===== config.mk =====
export PLATFORM = sky130hd
export DESIGN_NAME = pulse_width_bit_decoder_core
export DESIGN_NICKNAME = d
export VERILOG_FILES = /design/src/hw/rtl/pwbd_pkg.sv /design/src/hw/rtl/pwbd_front.sv /design/src/hw/rtl/pwbd_queue.sv /design/src/hw/rtl/pwbd_back.sv /design/src/hw/rtl/pulse_width_bit_decoder_core.sv
export SDC_FILE = /design/constraint.sdc
export NUM_CORES = 1
export LEC_CHECK = 0
export ABC_CLOCK_PERIOD_IN_PS = 8600
export BUFFER_PORTS_ARGS = -buffer_cell sky130_fd_sc_hd__buf_2
export CORE_UTILIZATION = 55
export DETAILED_ROUTE_END_ITERATION = 12
export PLACE_DENSITY_LB_ADDON = 0.12
export SLEW_MARGIN = 20
export SYNTH_ARGS = -nofsm -noshare
export SYNTH_HDL_FRONTEND = slang
export SYNTH_SLANG_ARGS = --single-unit

===== constraint.sdc =====
create_clock -name clock -period 8.6 [get_ports clock]
set_input_delay 0.86 -clock clock [delete_from_list [all_inputs] [get_ports clock]]
set_output_delay 0.86 -clock clock [all_outputs]
set_load 0.01 [all_outputs]

===== src/hw/rtl/pwbd_pkg.sv =====
// Package for the pulse-width bit decoder: shared constants and the
// front-to-back command type. No dependencies.
package pwbd_pkg;

   localparam int TIME_BITS_DEF   = 48;
   localparam int QUEUE_DEPTH_DEF = 4;
   localparam int CYCLE_BITS      = 24;
   localparam int BYTE_BITS       = 8;
   localparam int COUNT_BITS      = $clog2(BYTE_BITS);

   localparam logic [CYCLE_BITS-1:0] CYCLE_LIMIT_RESET = CYCLE_BITS'(250 * 1000);
   localparam logic [COUNT_BITS-1:0] LAST_BIT          = COUNT_BITS'(BYTE_BITS - 1);

   typedef struct packed {
      logic long_cycle;
      logic bit_value;
   } cmd_type;

endpackage


===== src/hw/rtl/pwbd_front.sv =====
// Front end: accepts edge beats, keeps edge timestamps, measures the cycle
// and high time and classifies each falling edge. Uses pwbd_pkg.
module pwbd_front
   import pwbd_pkg::*;
#(
   parameter int TIME_BITS = TIME_BITS_DEF
) (
   input  logic                  clock,
   input  logic                  reset,
   input  logic                  req_valid,
   output logic                  req_stall,
   input  logic                  req_line_level,
   input  logic [TIME_BITS-1:0]  req_edge_time_ns,
   input  logic [CYCLE_BITS-1:0] max_cycle_ns,
   input  logic                  q_full,
   output logic                  q_push,
   output cmd_type               q_cmd
);

   logic                 accept;
   logic                 fall_valid_ff, fall_valid_in;
   logic [TIME_BITS-1:0] last_fall_ff, last_fall_in;
   logic [TIME_BITS-1:0] last_rise_ff, last_rise_in;
   logic [TIME_BITS-1:0] cycle_ff, cycle_in;
   logic [TIME_BITS-1:0] high_ff, high_in;
   logic [TIME_BITS-1:0] limit;

   assign req_stall = fall_valid_ff && q_full;
   assign accept    = req_valid && !req_stall;
   assign q_push    = fall_valid_ff && !q_full;

   assign limit           = TIME_BITS'(max_cycle_ns);
   assign q_cmd.long_cycle = cycle_ff >= limit;
   assign q_cmd.bit_value  = high_ff > (cycle_ff >> 1);

   always_comb begin
      last_fall_in  = last_fall_ff;
      last_rise_in  = last_rise_ff;
      cycle_in      = cycle_ff;
      high_in       = high_ff;
      fall_valid_in = fall_valid_ff && !q_push;
      if (accept) begin
         if (req_line_level) begin
            last_rise_in = req_edge_time_ns;
         end else begin
            last_fall_in  = req_edge_time_ns;
            cycle_in      = req_edge_time_ns - last_fall_ff;
            high_in       = req_edge_time_ns - last_rise_ff;
            fall_valid_in = 1'b1;
         end
      end
   end

   always_ff @(posedge clock) begin
      if (reset) begin
         fall_valid_ff <= 1'b0;
         last_fall_ff  <= '0;
         last_rise_ff  <= '0;
      end else begin
         fall_valid_ff <= fall_valid_in;
         last_fall_ff  <= last_fall_in;
         last_rise_ff  <= last_rise_in;
      end
   end

   always_ff @(posedge clock) begin
      cycle_ff <= cycle_in;
      high_ff  <= high_in;
   end

endmodule


===== src/hw/rtl/pwbd_queue.sv =====
// Short command queue between front and back of the pulse-width bit
// decoder. Uses pwbd_pkg.
module pwbd_queue
   import pwbd_pkg::*;
#(
   parameter int DEPTH = QUEUE_DEPTH_DEF
) (
   input  logic                       clock,
   input  logic                       reset,
   input  logic                       push,
   input  cmd_type                    push_cmd,
   input  logic                       pop,
   output logic                       out_valid,
   output cmd_type                    out_cmd,
   output logic                       full,
   output logic [$clog2(DEPTH+1)-1:0] count
);

   localparam int PTR_W = (DEPTH > 1) ? $clog2(DEPTH) : 1;
   localparam int CNT_W = $clog2(DEPTH + 1);
   localparam logic [PTR_W-1:0] LAST_PTR = PTR_W'(DEPTH - 1);

   cmd_type          mem_ff [DEPTH];
   logic [PTR_W-1:0] wr_ptr_ff, wr_ptr_in;
   logic [PTR_W-1:0] rd_ptr_ff, rd_ptr_in;
   logic [CNT_W-1:0] count_ff, count_in;

   assign count     = count_ff;
   assign full      = count_ff == CNT_W'(DEPTH);
   assign out_valid = count_ff != '0;
   assign out_cmd   = mem_ff[rd_ptr_ff];

   always_comb begin
      wr_ptr_in = wr_ptr_ff;
      rd_ptr_in = rd_ptr_ff;
      count_in  = count_ff;
      if (push) begin
         wr_ptr_in = (wr_ptr_ff == LAST_PTR) ? '0 : wr_ptr_ff + 1'b1;
      end
      if (pop) begin
         rd_ptr_in = (rd_ptr_ff == LAST_PTR) ? '0 : rd_ptr_ff + 1'b1;
      end
      if (push && !pop) begin
         count_in = count_ff + 1'b1;
      end else if (pop && !push) begin
         count_in = count_ff - 1'b1;
      end
   end

   always_ff @(posedge clock) begin
      if (reset) begin
         wr_ptr_ff <= '0;
         rd_ptr_ff <= '0;
         count_ff  <= '0;
      end else begin
         wr_ptr_ff <= wr_ptr_in;
         rd_ptr_ff <= rd_ptr_in;
         count_ff  <= count_in;
      end
   end

   always_ff @(posedge clock) begin
      if (push) begin
         mem_ff[wr_ptr_ff] <= push_cmd;
      end
   end

endmodule


===== src/hw/rtl/pwbd_back.sv =====
// Back end: assembles bits into bytes, MSB first, and holds the result in
// an output register. Uses pwbd_pkg.
module pwbd_back
   import pwbd_pkg::*;
(
   input  logic                 clock,
   input  logic                 reset,
   input  logic                 q_valid,
   input  cmd_type              q_cmd,
   output logic                 q_pop,
   output logic                 rsp_valid,
   input  logic                 rsp_stall,
   output logic [BYTE_BITS-1:0] rsp_data_byte
);

   logic                  out_free;
   logic                  completes;
   logic [BYTE_BITS-1:0]  shifted;
   logic [COUNT_BITS-1:0] bit_count_ff, bit_count_in;
   logic [BYTE_BITS-1:0]  shift_ff, shift_in;
   logic                  rsp_valid_ff, rsp_valid_in;
   logic [BYTE_BITS-1:0]  rsp_data_ff, rsp_data_in;

   assign out_free  = !rsp_valid_ff || !rsp_stall;
   assign completes = !q_cmd.long_cycle && (bit_count_ff == LAST_BIT);
   assign q_pop     = q_valid && (!completes || out_free);
   assign shifted   = {shift_ff[BYTE_BITS-2:0], q_cmd.bit_value};

   assign rsp_valid     = rsp_valid_ff;
   assign rsp_data_byte = rsp_data_ff;

   always_comb begin
      bit_count_in = bit_count_ff;
      shift_in     = shift_ff;
      rsp_data_in  = rsp_data_ff;
      rsp_valid_in = out_free ? 1'b0 : rsp_valid_ff;
      if (q_pop) begin
         priority if (q_cmd.long_cycle) begin
            bit_count_in = '0;
            shift_in     = '0;
         end else if (completes) begin
            bit_count_in = '0;
            shift_in     = '0;
            rsp_data_in  = shifted;
            rsp_valid_in = 1'b1;
         end else begin
            bit_count_in = bit_count_ff + 1'b1;
            shift_in     = shifted;
         end
      end
   end

   always_ff @(posedge clock) begin
      if (reset) begin
         bit_count_ff <= '0;
         shift_ff     <= '0;
         rsp_valid_ff <= 1'b0;
      end else begin
         bit_count_ff <= bit_count_in;
         shift_ff     <= shift_in;
         rsp_valid_ff <= rsp_valid_in;
      end
   end

   always_ff @(posedge clock) begin
      rsp_data_ff <= rsp_data_in;
   end

endmodule


===== src/hw/rtl/pulse_width_bit_decoder_core.sv =====
// Top level of the pulse-width bit decoder: cycle limit register, front,
// command queue and back. Uses pwbd_pkg, pwbd_front, pwbd_queue, pwbd_back.
//
// Usage:
//   req_*  : one beat per line edge, level after the edge plus a wrapping
//            nanosecond timestamp. Rising edges only record their time.
//   rsp_*  : one beat per completed byte, first bit in the MSB.
//   csr_*  : write of the cycle limit; write it only while the block is idle.
// Throughput: one edge beat per cycle while req_stall is low. The front
//   registers each measurement, the queue takes its command the next cycle
//   unless full, and the back retires one command per cycle unless a
//   command that completes a byte finds the output register held. A falling
//   edge that completes a byte passes the front, queue and output registers.
// Stall: rsp_stall holds the output register; commands then pile up in the
//   QUEUE_DEPTH-entry queue, and req_stall rises once it is full and the
//   front holds a measured falling edge.
// Reset: timestamps, bit count and partial byte clear, the queue empties and
//   the cycle limit returns to 250000 ns.
module pulse_width_bit_decoder_core
   import pwbd_pkg::*;
#(
   parameter int TIME_BITS   = TIME_BITS_DEF,
   parameter int QUEUE_DEPTH = QUEUE_DEPTH_DEF
) (
   input  logic                  clock,
   input  logic                  reset,
   input  logic                  req_valid,
   output logic                  req_stall,
   input  logic                  req_line_level,
   input  logic [TIME_BITS-1:0]  req_edge_time_ns,
   output logic                  rsp_valid,
   input  logic                  rsp_stall,
   output logic [BYTE_BITS-1:0]  rsp_data_byte,
   input  logic                  csr_wr_en,
   input  logic [CYCLE_BITS-1:0] csr_wr_data
);

   localparam int CNT_W = $clog2(QUEUE_DEPTH + 1);

   logic [CYCLE_BITS-1:0] max_cycle_ff, max_cycle_in;
   logic                  q_push;
   logic                  q_pop;
   logic                  q_full;
   logic                  q_valid;
   logic [CNT_W-1:0]      q_count;
   cmd_type               push_cmd;
   cmd_type               pop_cmd;

   assign max_cycle_in = csr_wr_en ? csr_wr_data : max_cycle_ff;

   always_ff @(posedge clock) begin
      if (reset) begin
         max_cycle_ff <= CYCLE_LIMIT_RESET;
      end else begin
         max_cycle_ff <= max_cycle_in;
      end
   end

   pwbd_front #(
      .TIME_BITS (TIME_BITS)
   ) u_front (
      .clock            (clock),
      .reset            (reset),
      .req_valid        (req_valid),
      .req_stall        (req_stall),
      .req_line_level   (req_line_level),
      .req_edge_time_ns (req_edge_time_ns),
      .max_cycle_ns     (max_cycle_ff),
      .q_full           (q_full),
      .q_push           (q_push),
      .q_cmd            (push_cmd)
   );

   pwbd_queue #(
      .DEPTH (QUEUE_DEPTH)
   ) u_queue (
      .clock     (clock),
      .reset     (reset),
      .push      (q_push),
      .push_cmd  (push_cmd),
      .pop       (q_pop),
      .out_valid (q_valid),
      .out_cmd   (pop_cmd),
      .full      (q_full),
      .count     (q_count)
   );

   pwbd_back u_back (
      .clock         (clock),
      .reset         (reset),
      .q_valid       (q_valid),
      .q_cmd         (pop_cmd),
      .q_pop         (q_pop),
      .rsp_valid     (rsp_valid),
      .rsp_stall     (rsp_stall),
      .rsp_data_byte (rsp_data_byte)
   );

   a_stall_only_when_full: assert property (@(posedge clock) disable iff (reset)
      req_stall |-> (q_count == CNT_W'(QUEUE_DEPTH)))
      else $error("req_stall without a full queue");

   a_byte_from_pop: assert property (@(posedge clock) disable iff (reset)
      $rose(rsp_valid) |-> $past(q_pop))
      else $error("result beat without a queue pop");

   a_no_pop_when_empty: assert property (@(posedge clock) disable iff (reset)
      q_pop |-> (q_count != '0))
      else $error("pop from empty queue");

   a_limit_after_reset: assert property (@(posedge clock)
      ($past(reset) && !reset) |-> (max_cycle_ff == CYCLE_LIMIT_RESET))
      else $error("cycle limit not at reset value");

endmodule


* Word-level counts from Yosys, hierarchy flattened
Memories as Yosys holds them, arrays and structs flattened. A register that Yosys moved wholly into a read port is not among the register bits.
Cells that the tools add are included.
** Storage, ports and cells
- Register bits :: 243
- Memories :: 1
- Bits in writable memories :: 8
- Word-level logic and storage cells :: 70
- Input bits :: 78
** Cells by class
- Reduce and logical (&&, ||, !) cells :: 23
- $lt $le $gt $ge :: 2
- Equal/unequal tests :: 4
- Add/subtract/negate cells :: 7
- Muxes and demuxes :: 18
- Bitwise operators :: 2
** Memory list
- u_queue.mem_ff :: words 4, bits a word 2, rd ports 1, clocked after memory_dff 1, wr ports 1, line pwbd_queue.sv:23 : cmd_type mem_ff [DEPTH];
** Operators with widths (number)
- 48-bit subtractor :: 2
- 48-bit by 24-bit greater-or-equal comparator with 1-bit output :: 1
- 48-bit by 47-bit greater-than comparator with 1-bit output :: 1
- 7-bit two-way mux :: 2
- 3-bit two-way mux :: 4
- 1-bit logical AND :: 8
- 1-bit zero test :: 8
- 1-bit two-way mux :: 8
- 2-bit two-way mux :: 4
- 3-bit by 1-bit adder with 3-bit output (second input constant) :: 2
- 3-bit equality test (second input constant) :: 2
- 2-bit by 1-bit adder with 2-bit output (second input constant) :: 2
- 2-bit equality test (second input constant) :: 2
- 2-bit AND reduction :: 2
- 3-bit AND reduction :: 1
- 3-bit nonzero test :: 1
- 3-bit by 1-bit subtractor with 3-bit output (second input constant) :: 1
- 1-bit logical OR :: 2
- 1-bit NOT :: 2
- 2-bit nonzero test :: 1

* Longest topological paths before layout
Gate-level depths: netlist of the first run.
- Depth after elaboration :: 8
- Mapped depth :: 12
- Mapped depth without buffers :: 12

* By module
A second synthesis of the first run with hierarchy kept.
** Unflattened totals
- Cells, all modules :: 1773
- Area, all modules :: 15791.4 µm²
** By module, submodules not included
- pwbd_front :: sequential area each 4824.6 µm², area an instance 13469.2 µm², cells an instance 1587, times used 1
- pulse_width_bit_decoder_core :: sequential area each 480.5 µm², area an instance 878.3 µm², cells an instance 77, times used 1
- pwbd_queue :: sequential area each 420.4 µm², area an instance 726.9 µm², cells an instance 54, times used 1
- pwbd_back :: sequential area each 460.4 µm², area an instance 716.9 µm², cells an instance 55, times used 1

* Worst setup path after synthesis of the first run
No wires, ideal clock.
- Path kind :: input -> register
- Start :: input port req_valid
- End :: register u_front.cycle_ff[0] (enable)
- Stages :: 5
- Arrival time :: 4181 ps
- Buffers on the path :: 2
- Setup slack :: 3921 ps
- Data required time :: 8102 ps
- Cell sequence :: nand2_1 or2_2 clkbuf_1 inv_1 clkbuf_1
** Between the ends
- Cells in the longest elaborated chain, start to end :: 2
** RTL lines
- from (decl) :: line pulse_width_bit_decoder_core.sv:27 : input logic req_valid,
- 1-bit logical AND :: line pwbd_front.sv:29 : assign accept = req_valid && !req_stall;
- 2-bit AND reduction (no source line)
- to (signal assigned) :: line pwbd_front.sv:67 : cycle_ff <= cycle_in;
- to (decl) :: line pwbd_front.sv:24 : logic [TIME_BITS-1:0] cycle_ff, cycle_in;
Every way passes these cells.
A chain may end at the register's enable or synchronous reset.

* Worst setup path in the final report of the first run
- Start :: input port req_edge_time_ns[0]
- End :: register u_front.high_ff[36], data pin
** Between the ends
- Cells in the longest elaborated chain, start to end :: 1
** RTL lines
- from (decl) :: line pulse_width_bit_decoder_core.sv:30 : input logic [TIME_BITS-1:0] req_edge_time_ns,
- 48-bit subtractor :: line pwbd_front.sv:48 : high_in = req_edge_time_ns - last_rise_ff;
- to (signal assigned) :: line pwbd_front.sv:68 : high_ff <= high_in;
- to (decl) :: line pwbd_front.sv:25 : logic [TIME_BITS-1:0] high_ff, high_in;
Every way passes these cells.

==> results.py, run 1 <==
metrics = {
    "cts": {
        "cts.sinks": 253,
        "numCtsBuffers": 29,
        "worstSkewPairLatency_ps": 560,
        "htree_levels": 1,
        "root_buffer": "clkbuf_16",
        "cts_buffer_depth": 3,
        "cts_resized": 0,
        "cts_setup_buffers": 0,
        "tritoncts": "built",
        "clkTransAtPathRegs_ps": 60,
        "hold_buffers": 0,
    },
    "floorplan": {
        "io_pins": 88,
        "fp.dieW_um": 171.4,
        "die-area_um2": 29370,
        "core_um2": 28010,
        "start_util": 0.5634,
        "fp-row-count": 61,
        "fp.dieH_um": 171.4,
    },
    "hold_path": {
        "worstHoldPathType": "reg -> reg",
    },
    "layout": {
        "drive_gt1_frac": 0.08130,
        "diodes": 0,
        "final_common_cell": "nand2_1",
        "area_growth_pct": 9.951,
        "final_cell_mix": "nand2_1 (273), a21oi_1 (231), inv_1 (189)",
        "nNetsFinal": 2113,
        "final_area_um2": 17350,
        "fillers": 2480,
    },
    "timing": {
        "slew-limit-headroom": 0.2708,
        "fin_setup_tns_ps": 0,
        "hold_viol": 0,
        "rsz0062_at_grt": "no",
        "finalSetupViolations": 0,
        "min_period_over_period": 0.4404,
        "finalWorstSetupSlack_ps": 4813,
        "final.min_clock_period_ps": 3787,
        "skew_ps": 13.81,
        "tightest_slew_ps": 1094,
        "maxSlewViolCount": 0,
        "clock.fmax_mhz": 264.1,
    },
    "place": {
        "placed_cell_area_um2": 16450,
        "dp_slack_ps": 4347,
        "place_hpwl_um": 28170,
        "gp_congestion": 0.9212,
        "portBuffers": 87,
    },
    "setup_path": {
        "cp_data_arrival_time_ps": 4080,
        "crit_fanout": 3,
        "critical_path_class": "in -> reg",
        "start_kind": "input pin",
        "critPathRequiredTime_ps": 8900,
        "cp-end-kind": "flip-flop",
    },
    "synthesis": {
        "synth_cells": 1811,
        "synth_top_area_share": 0.2131,
        "netlist-cell-type-count": 69,
        "yosys.area.top_type": "edfxtp_1",
        "synthArstFlopShare": 0,
        "synth_seq_cells": 253,
        "ys.flop_type": "dfxtp_1",
        "syn-num-nets": 2065,
        "synthesis.area_um2": 15780,
        "ys_seq_area_frac": 0.3920,
        "ys_top_cells_by_area": "edfxtp_1 (21%), dfxtp_1 (18%), ha_1 (14%)",
        "synth_edf_count": 112,
        "ys_warn_count": 0,
        "avgSynthCellArea_um2": 8.713,
    },
    "route": {
        "via_per_inst": 5.677,
        "drc": 0,
        "drtIter0Drc": 965,
        "firstDrtPassIters": 5,
        "wire_per_inst_um": 16.78,
        "ant_nets": 0,
        "routed_wirelength_um": 37930,
        "vias": 12830,
    },
    "status": {
        "status": "complete, no violations",
    },
    "power_and_ir_drop": {
        "p_per_area_nw_per_um2": 196.9,
        "leakage_nw": 7.156,
        "ir_drop_v": 0.0001563,
    },
    "global_route": {
        "grt_util_all_layers": 0.2615,
        "overflow": 0,
        "grt_max_degree": 77,
        "grt_pass1_wl_um": 60950,
        "antenna_found_initial": 0,
        "grt_pass1_vias": 11760,
    },
    "flow_run": {
        "cap_violations": 0,
    },
}
## where the power goes
group	switching, mW	internal [mW]
sequential	0.0553	1.38
clock	0.501	0.674
combinational	0.489	0.318
## per-stage QoR
step / util / std cells / hold slack [ps] / power (mW)
global placement: 0.5871 / 2206 / 421.0 / 2.236
CTS: 0.6194 / 2260 / 435.3 / 3.431
finish: 0.6194 / 2260 / 434.8 / 3.416
detailed placement: 0.5871 / 2206 / 421.3 / 2.253
global route: 0.6194 / 2260 / 448.8 / 3.594
floorplan: - / 1811 / 408.1 / 2.031
## cells by family (layout without fill, tap and decap cells)
family / Yosys count / in the layout / share of synthesized area
AOI/OAI and AO/OA: 495 / 495 / 0.1926
adders and majority gates: 176 / 176 / 0.1410
DFF: 253 / 253 / 0.3920
muxes: 22 / 22 / 0.01554
xor gates and xnor gates: 93 / 93 / 0.05162
and+or+nand+nor: 507 / 507 / 0.1436
buffers and inverters: 265 / 336 / 0.06367
## path summary, 6_finish.rpt
kind | start | to | slack [ps] | depth (start not counted)
worst max-delay path | req_edge_time_ns[0] | u_front.high_ff[36] | 4810 | 13
worst max register to register | u_front.last_rise_ff[5] | u_front.high_ff[41] | 4970 | 11
worst min register to register | u_back.shift_ff[6] | u_back.rsp_data_byte[7] | 430 | 0
worst min-delay path | u_back.shift_ff[6] | u_back.rsp_data_byte[7] | 430 | 0
## per-layer routing
metal	vias to the layer above	part of all wire	global-route usage
met4	0	0.025	0.07104
met1	5955	0.49	0.3876
met5	-	0	0
li1	6420	-	-
met3	62	0.057	0.03405
met2	394	0.43	0.3975
## cell usage after synthesis (4+ instances only)
master / n
a211oi_1: 9
a21o_1: 82
a21oi_1: 231
a311oi_1: 4
a31oi_1: 14
and2_1: 8
and3_1: 10
buf_1: 6
buf_2: 4
clkbuf_1: 61
clkbuf_2: 4
dfxtp_1: 141
edfxtp_1: 112
ha_1: 173
inv_1: 190
mux2i_1: 20
nand2_1: 273
nand2b_1: 15
nand3_1: 26
nand4_1: 45
nor2_1: 78
nor2b_1: 13
nor3_1: 15
nor4_1: 6
o211ai_1: 11
o21a_1: 10
o21ai_0: 67
o21ai_1: 4
o21bai_1: 16
o31ai_1: 7
or3_1: 4
xnor2_1: 56
xor2_1: 37
## cell type report
cell class / count / area, um2 / share of cell area
clock buffer: 41 / 833.3 / 0.04803
sequential: 253 / 6186 / 0.3565
tap: 378 / 473.0 / 0.02726
multi-input combinational: 1293 / 8596 / 0.4954
timing repair buffer: 92 / 475.5 / 0.02740
inverter: 190 / 715.7 / 0.04125
clock inverter: 13 / 71.32 / 0.004110
## worst max-delay path: stages
cell and delay [ps]:
buf_2 100, inv_1 60, ha_1 230, fa_1 400, nand2b_1 210, a211oi_1 560, nor2_1 180, o21ai_0 470
a21o_1 220, a21oi_1 130, o21ai_0 340, o21ai_0 180, xnor2_1 150
## sequential cells by signal (all words and copies together), names as in the netlist, named ones only
register	cells
u_back.rsp_data_byte	8
u_front.last_rise_ff	48
u_back.rsp_valid	1
u_back.shift_ff	7
u_front.last_fall_ff	48
u_front.cycle_ff	48
max_cycle_ff	24
u_queue.wr_ptr_ff	2
u_queue.count	3
u_back.bit_count_ff	3
u_front.fall_valid_ff	1
u_front.high_ff	48
u_queue.rd_ptr_ff	2
u_queue.mem_ff	8
(Power assumes the default switching activity.)
==> inputs of run 2 (changes only) <==
--- a/config.mk
+++ b/config.mk
@@ -5,7 +5,8 @@
 export SDC_FILE = /design/constraint.sdc
 export NUM_CORES = 1
 export LEC_CHECK = 0
-export ABC_CLOCK_PERIOD_IN_PS = 8600
+export ABC_AREA = 1
+export ABC_CLOCK_PERIOD_IN_PS = 3100
 export BUFFER_PORTS_ARGS = -buffer_cell sky130_fd_sc_hd__buf_2
 export CORE_UTILIZATION = 55
 export DETAILED_ROUTE_END_ITERATION = 12
==> constraint.sdc (replaced) <==
create_clock -name clock -period 3.1 [get_ports clock]
set_input_delay 0.31 -clock clock [delete_from_list [all_inputs] [get_ports clock]]
set_output_delay 0.31 -clock clock [all_outputs]
set_load 0.01 [all_outputs]
==> results.py, run 2 <==
metrics = {
    "power_and_ir_drop": {
        "p_per_area_nw_per_um2": 533.2,
        "leakage_nw": 11.07,
        "sequentialPowerShare": 0.357,
        "p_clk_frac": 0.346,
        "p_int_mw": 7.303,
        "p_sw_mw": 4.012,
        "ir_drop_v": 0.0004992,
        "swShare": 0.3546,
        "p_comb_frac": 0.297,
    },
    "route": {
        "firstDrtPassIters": 6,
        "via_per_inst": 5.232,
        "routed_wirelength_um": 59360,
        "ant_nets": 0,
        "wire_per_inst_um": 17.12,
        "drc": 0,
        "vias": 18140,
        "drtIter0Drc": 1507,
    },
    "global_route": {
        "antenna_found_initial": 2,
        "grt_max_degree": 97,
        "grt_util_all_layers": 0.3398,
        "grt_pass1_wl_um": 93130,
        "overflow": 0,
        "grt_pass1_vias": 17350,
    },
    "setup_path": {
        "cp-end-kind": "flip-flop",
        "slowest_stage": "fa_1",
        "critPathRequiredTime_ps": 3600,
        "critPathTopFamily": "adder cells",
        "crit_fanout": 13,
        "r2r_slack_ps": 580,
        "critPathMostFrequentCell": "ha_1",
        "critical_path_class": "reg -> reg",
        "cp_data_arrival_time_ps": 3020,
        "start_kind": "flip-flop",
        "slowest_delay_ps": 390,
        "crit_chain": "ha_1, ha_1, inv_1, a21oi_4, nand3_4, nand2_4, ha_1, inv_1, fa_1, a21oi_1, o21ai_0, o21ai_0, a21oi_1",
        "crit_buf_inv": 2,
    },
    "hold_path": {
        "worstHoldPathType": "in -> reg",
    },
    "timing": {
        "hold_viol": 0,
        "tightest_slew_ps": 888.1,
        "clock.fmax_mhz": 396.4,
        "skew_ps": 28.45,
        "fin_setup_tns_ps": 0,
        "min_period_over_period": 0.8137,
        "final.min_clock_period_ps": 2522,
        "finalSetupViolations": 0,
        "finalWorstSetupSlack_ps": 577.6,
        "slew-limit-headroom": 0.4071,
        "maxSlewViolCount": 0,
        "rsz0062_at_grt": "no",
    },
    "cts": {
        "root_buffer": "clkbuf_16",
        "cts_resized": 0,
        "numCtsBuffers": 31,
        "cts_buffer_depth": 3,
        "worstSkewPairLatency_ps": 610,
        "hold_buffers": 24,
        "tritoncts": "built",
        "cts_setup_buffers": 0,
        "cts.sinks": 253,
        "clkTransAtPathRegs_ps": 60,
        "htree_levels": 1,
    },
    "floorplan": {
        "start_util": 0.5630,
        "fp.dieW_um": 187.7,
        "core_um2": 33700,
        "fp.dieH_um": 187.7,
        "die-area_um2": 35240,
        "io_pins": 88,
        "fp-row-count": 67,
    },
    "layout": {
        "fillers": 3254,
        "final_cell_mix": "nand2_1 (902), inv_1 (643), a21oi_1 (220)",
        "final_common_cell": "nand2_1",
        "diodes": 0,
        "area_growth_pct": 11.85,
        "nNetsFinal": 3249,
        "utilization": 0.6297,
        "final_area_um2": 21220,
        "drive_gt1_frac": 0.07252,
    },
    "status": {
        "status": "complete, no violations",
    },
    "place": {
        "placed_cell_area_um2": 19900,
        "gp_congestion": 0.9710,
        "dp_slack_ps": 599.0,
        "portBuffers": 87,
        "place_hpwl_um": 48430,
    },
    "flow_run": {
        "cap_violations": 0,
    },
    "synthesis": {
        "synthesis.area_um2": 18970,
        "ys_top_cells_by_count": "nand2_1 (902), inv_1 (644), a21oi_1 (220)",
        "synth_seq_cells": 253,
        "synthArstFlopShare": 0,
        "ys.flop_type": "dfxtp_1",
        "synth_cells": 2884,
        "yosysMostFrequentCell": "nand2_1",
        "ys_warn_count": 0,
        "avgSynthCellArea_um2": 6.578,
        "syn-num-nets": 3138,
        "ys_seq_area_frac": 0.3261,
        "ys_top_cells_by_area": "nand2_1 (18%), edfxtp_1 (18%), dfxtp_1 (15%)",
        "yosys.area.top_type": "nand2_1",
        "synth_edf_count": 112,
        "synth_top_area_share": 0.1785,
        "netlist-cell-type-count": 45,
    },
}
-- run 2: cell types whose count changed after synthesis, sizes merged, moves of 12 or more --
cell    change
nand2     +646
a21o       -80
o21ai      +63
xnor2      -52
a31oi      -12
nor2b      -13
nand3      +84
clkbuf     -41
mux2i      -20
nand4      -19
nor2      +152
nand2b     -15
inv       +465
-- run 2: logic make-up (layout without fill, tap and decap cells) --
group,after synthesis,after routing,synth area share
AOI/OAI and AO/OA,384,384,0.1058
adders and majority gates,176,176,0.1173
DFF,253,253,0.3261
and+or+nand+nor,1322,1322,0.2868
xor gates and xnor gates,52,52,0.02401
buffers and inverters,697,833,0.1401
-- run 2: final timing paths --
check / to / startpoint / cells past startpoint
max: u_queue.count[2] / u_back.bit_count_ff[0] / 13
min: max_cycle_ff[1] / csr_wr_data[1] / 3
max reg2reg: u_queue.count[2] / u_back.bit_count_ff[0] / 13
min reg2reg: u_back.rsp_data_byte[1] / u_back.shift_ff[0] / 0
-- run 2: cell type report --
type,instances,area (um2),share of cell area
multi-input cells,1934,10140,0.4777
flip-flops and latches,253,6186,0.2915
inverters,656,2466,0.1162
clock buffers,35,790.8,0.03726
repair buffers,119,785.8,0.03703
well taps,448,560.5,0.02642
clock inverters,23,294.0,0.01386
-- run 2: tightest hold or removal path: cells and delay by family --
family	cells	cell delay, ps
buffers and inverters	1	80
AO/OA/AOI/OAI	2	190
-- run 2: per-stage QoR --
stage | std cells | hold slack [ps] | total power [mW]
2_1_floorplan | 2884 | 408.2 | 6.373
3_3_place_gp | 3386 | 417.3 | 7.284
3_5_place_dp | 3386 | 424.4 | 7.362
4_1_cts | 3468 | 0.4902 | 11.30
5_1_grt | 3468 | 49.52 | 11.90
6_report | 3468 | 23.41 | 11.31
-- run 2: layer usage --
layer,global-route usage,vias up,wire length (um)
li1,-,9142,-
met4,0.09694,0,1592
met5,0,-,0
met1,0.4776,8338,27130
met2,0.5551,566,26780
met3,0.03126,98,3851
-- run 2: power by group through the flow --
stage	combinational [mW]	sequential (mW)	clock (mW)
4_1_cts	3.31	4.04	3.96
6_report	3.36	4.04	3.91
5_1_grt	3.77	4.07	4.07
3_5_place_dp	3.26	4.11	0
2_1_floorplan	2.33	4.04	0
3_3_place_gp	3.19	4.09	0
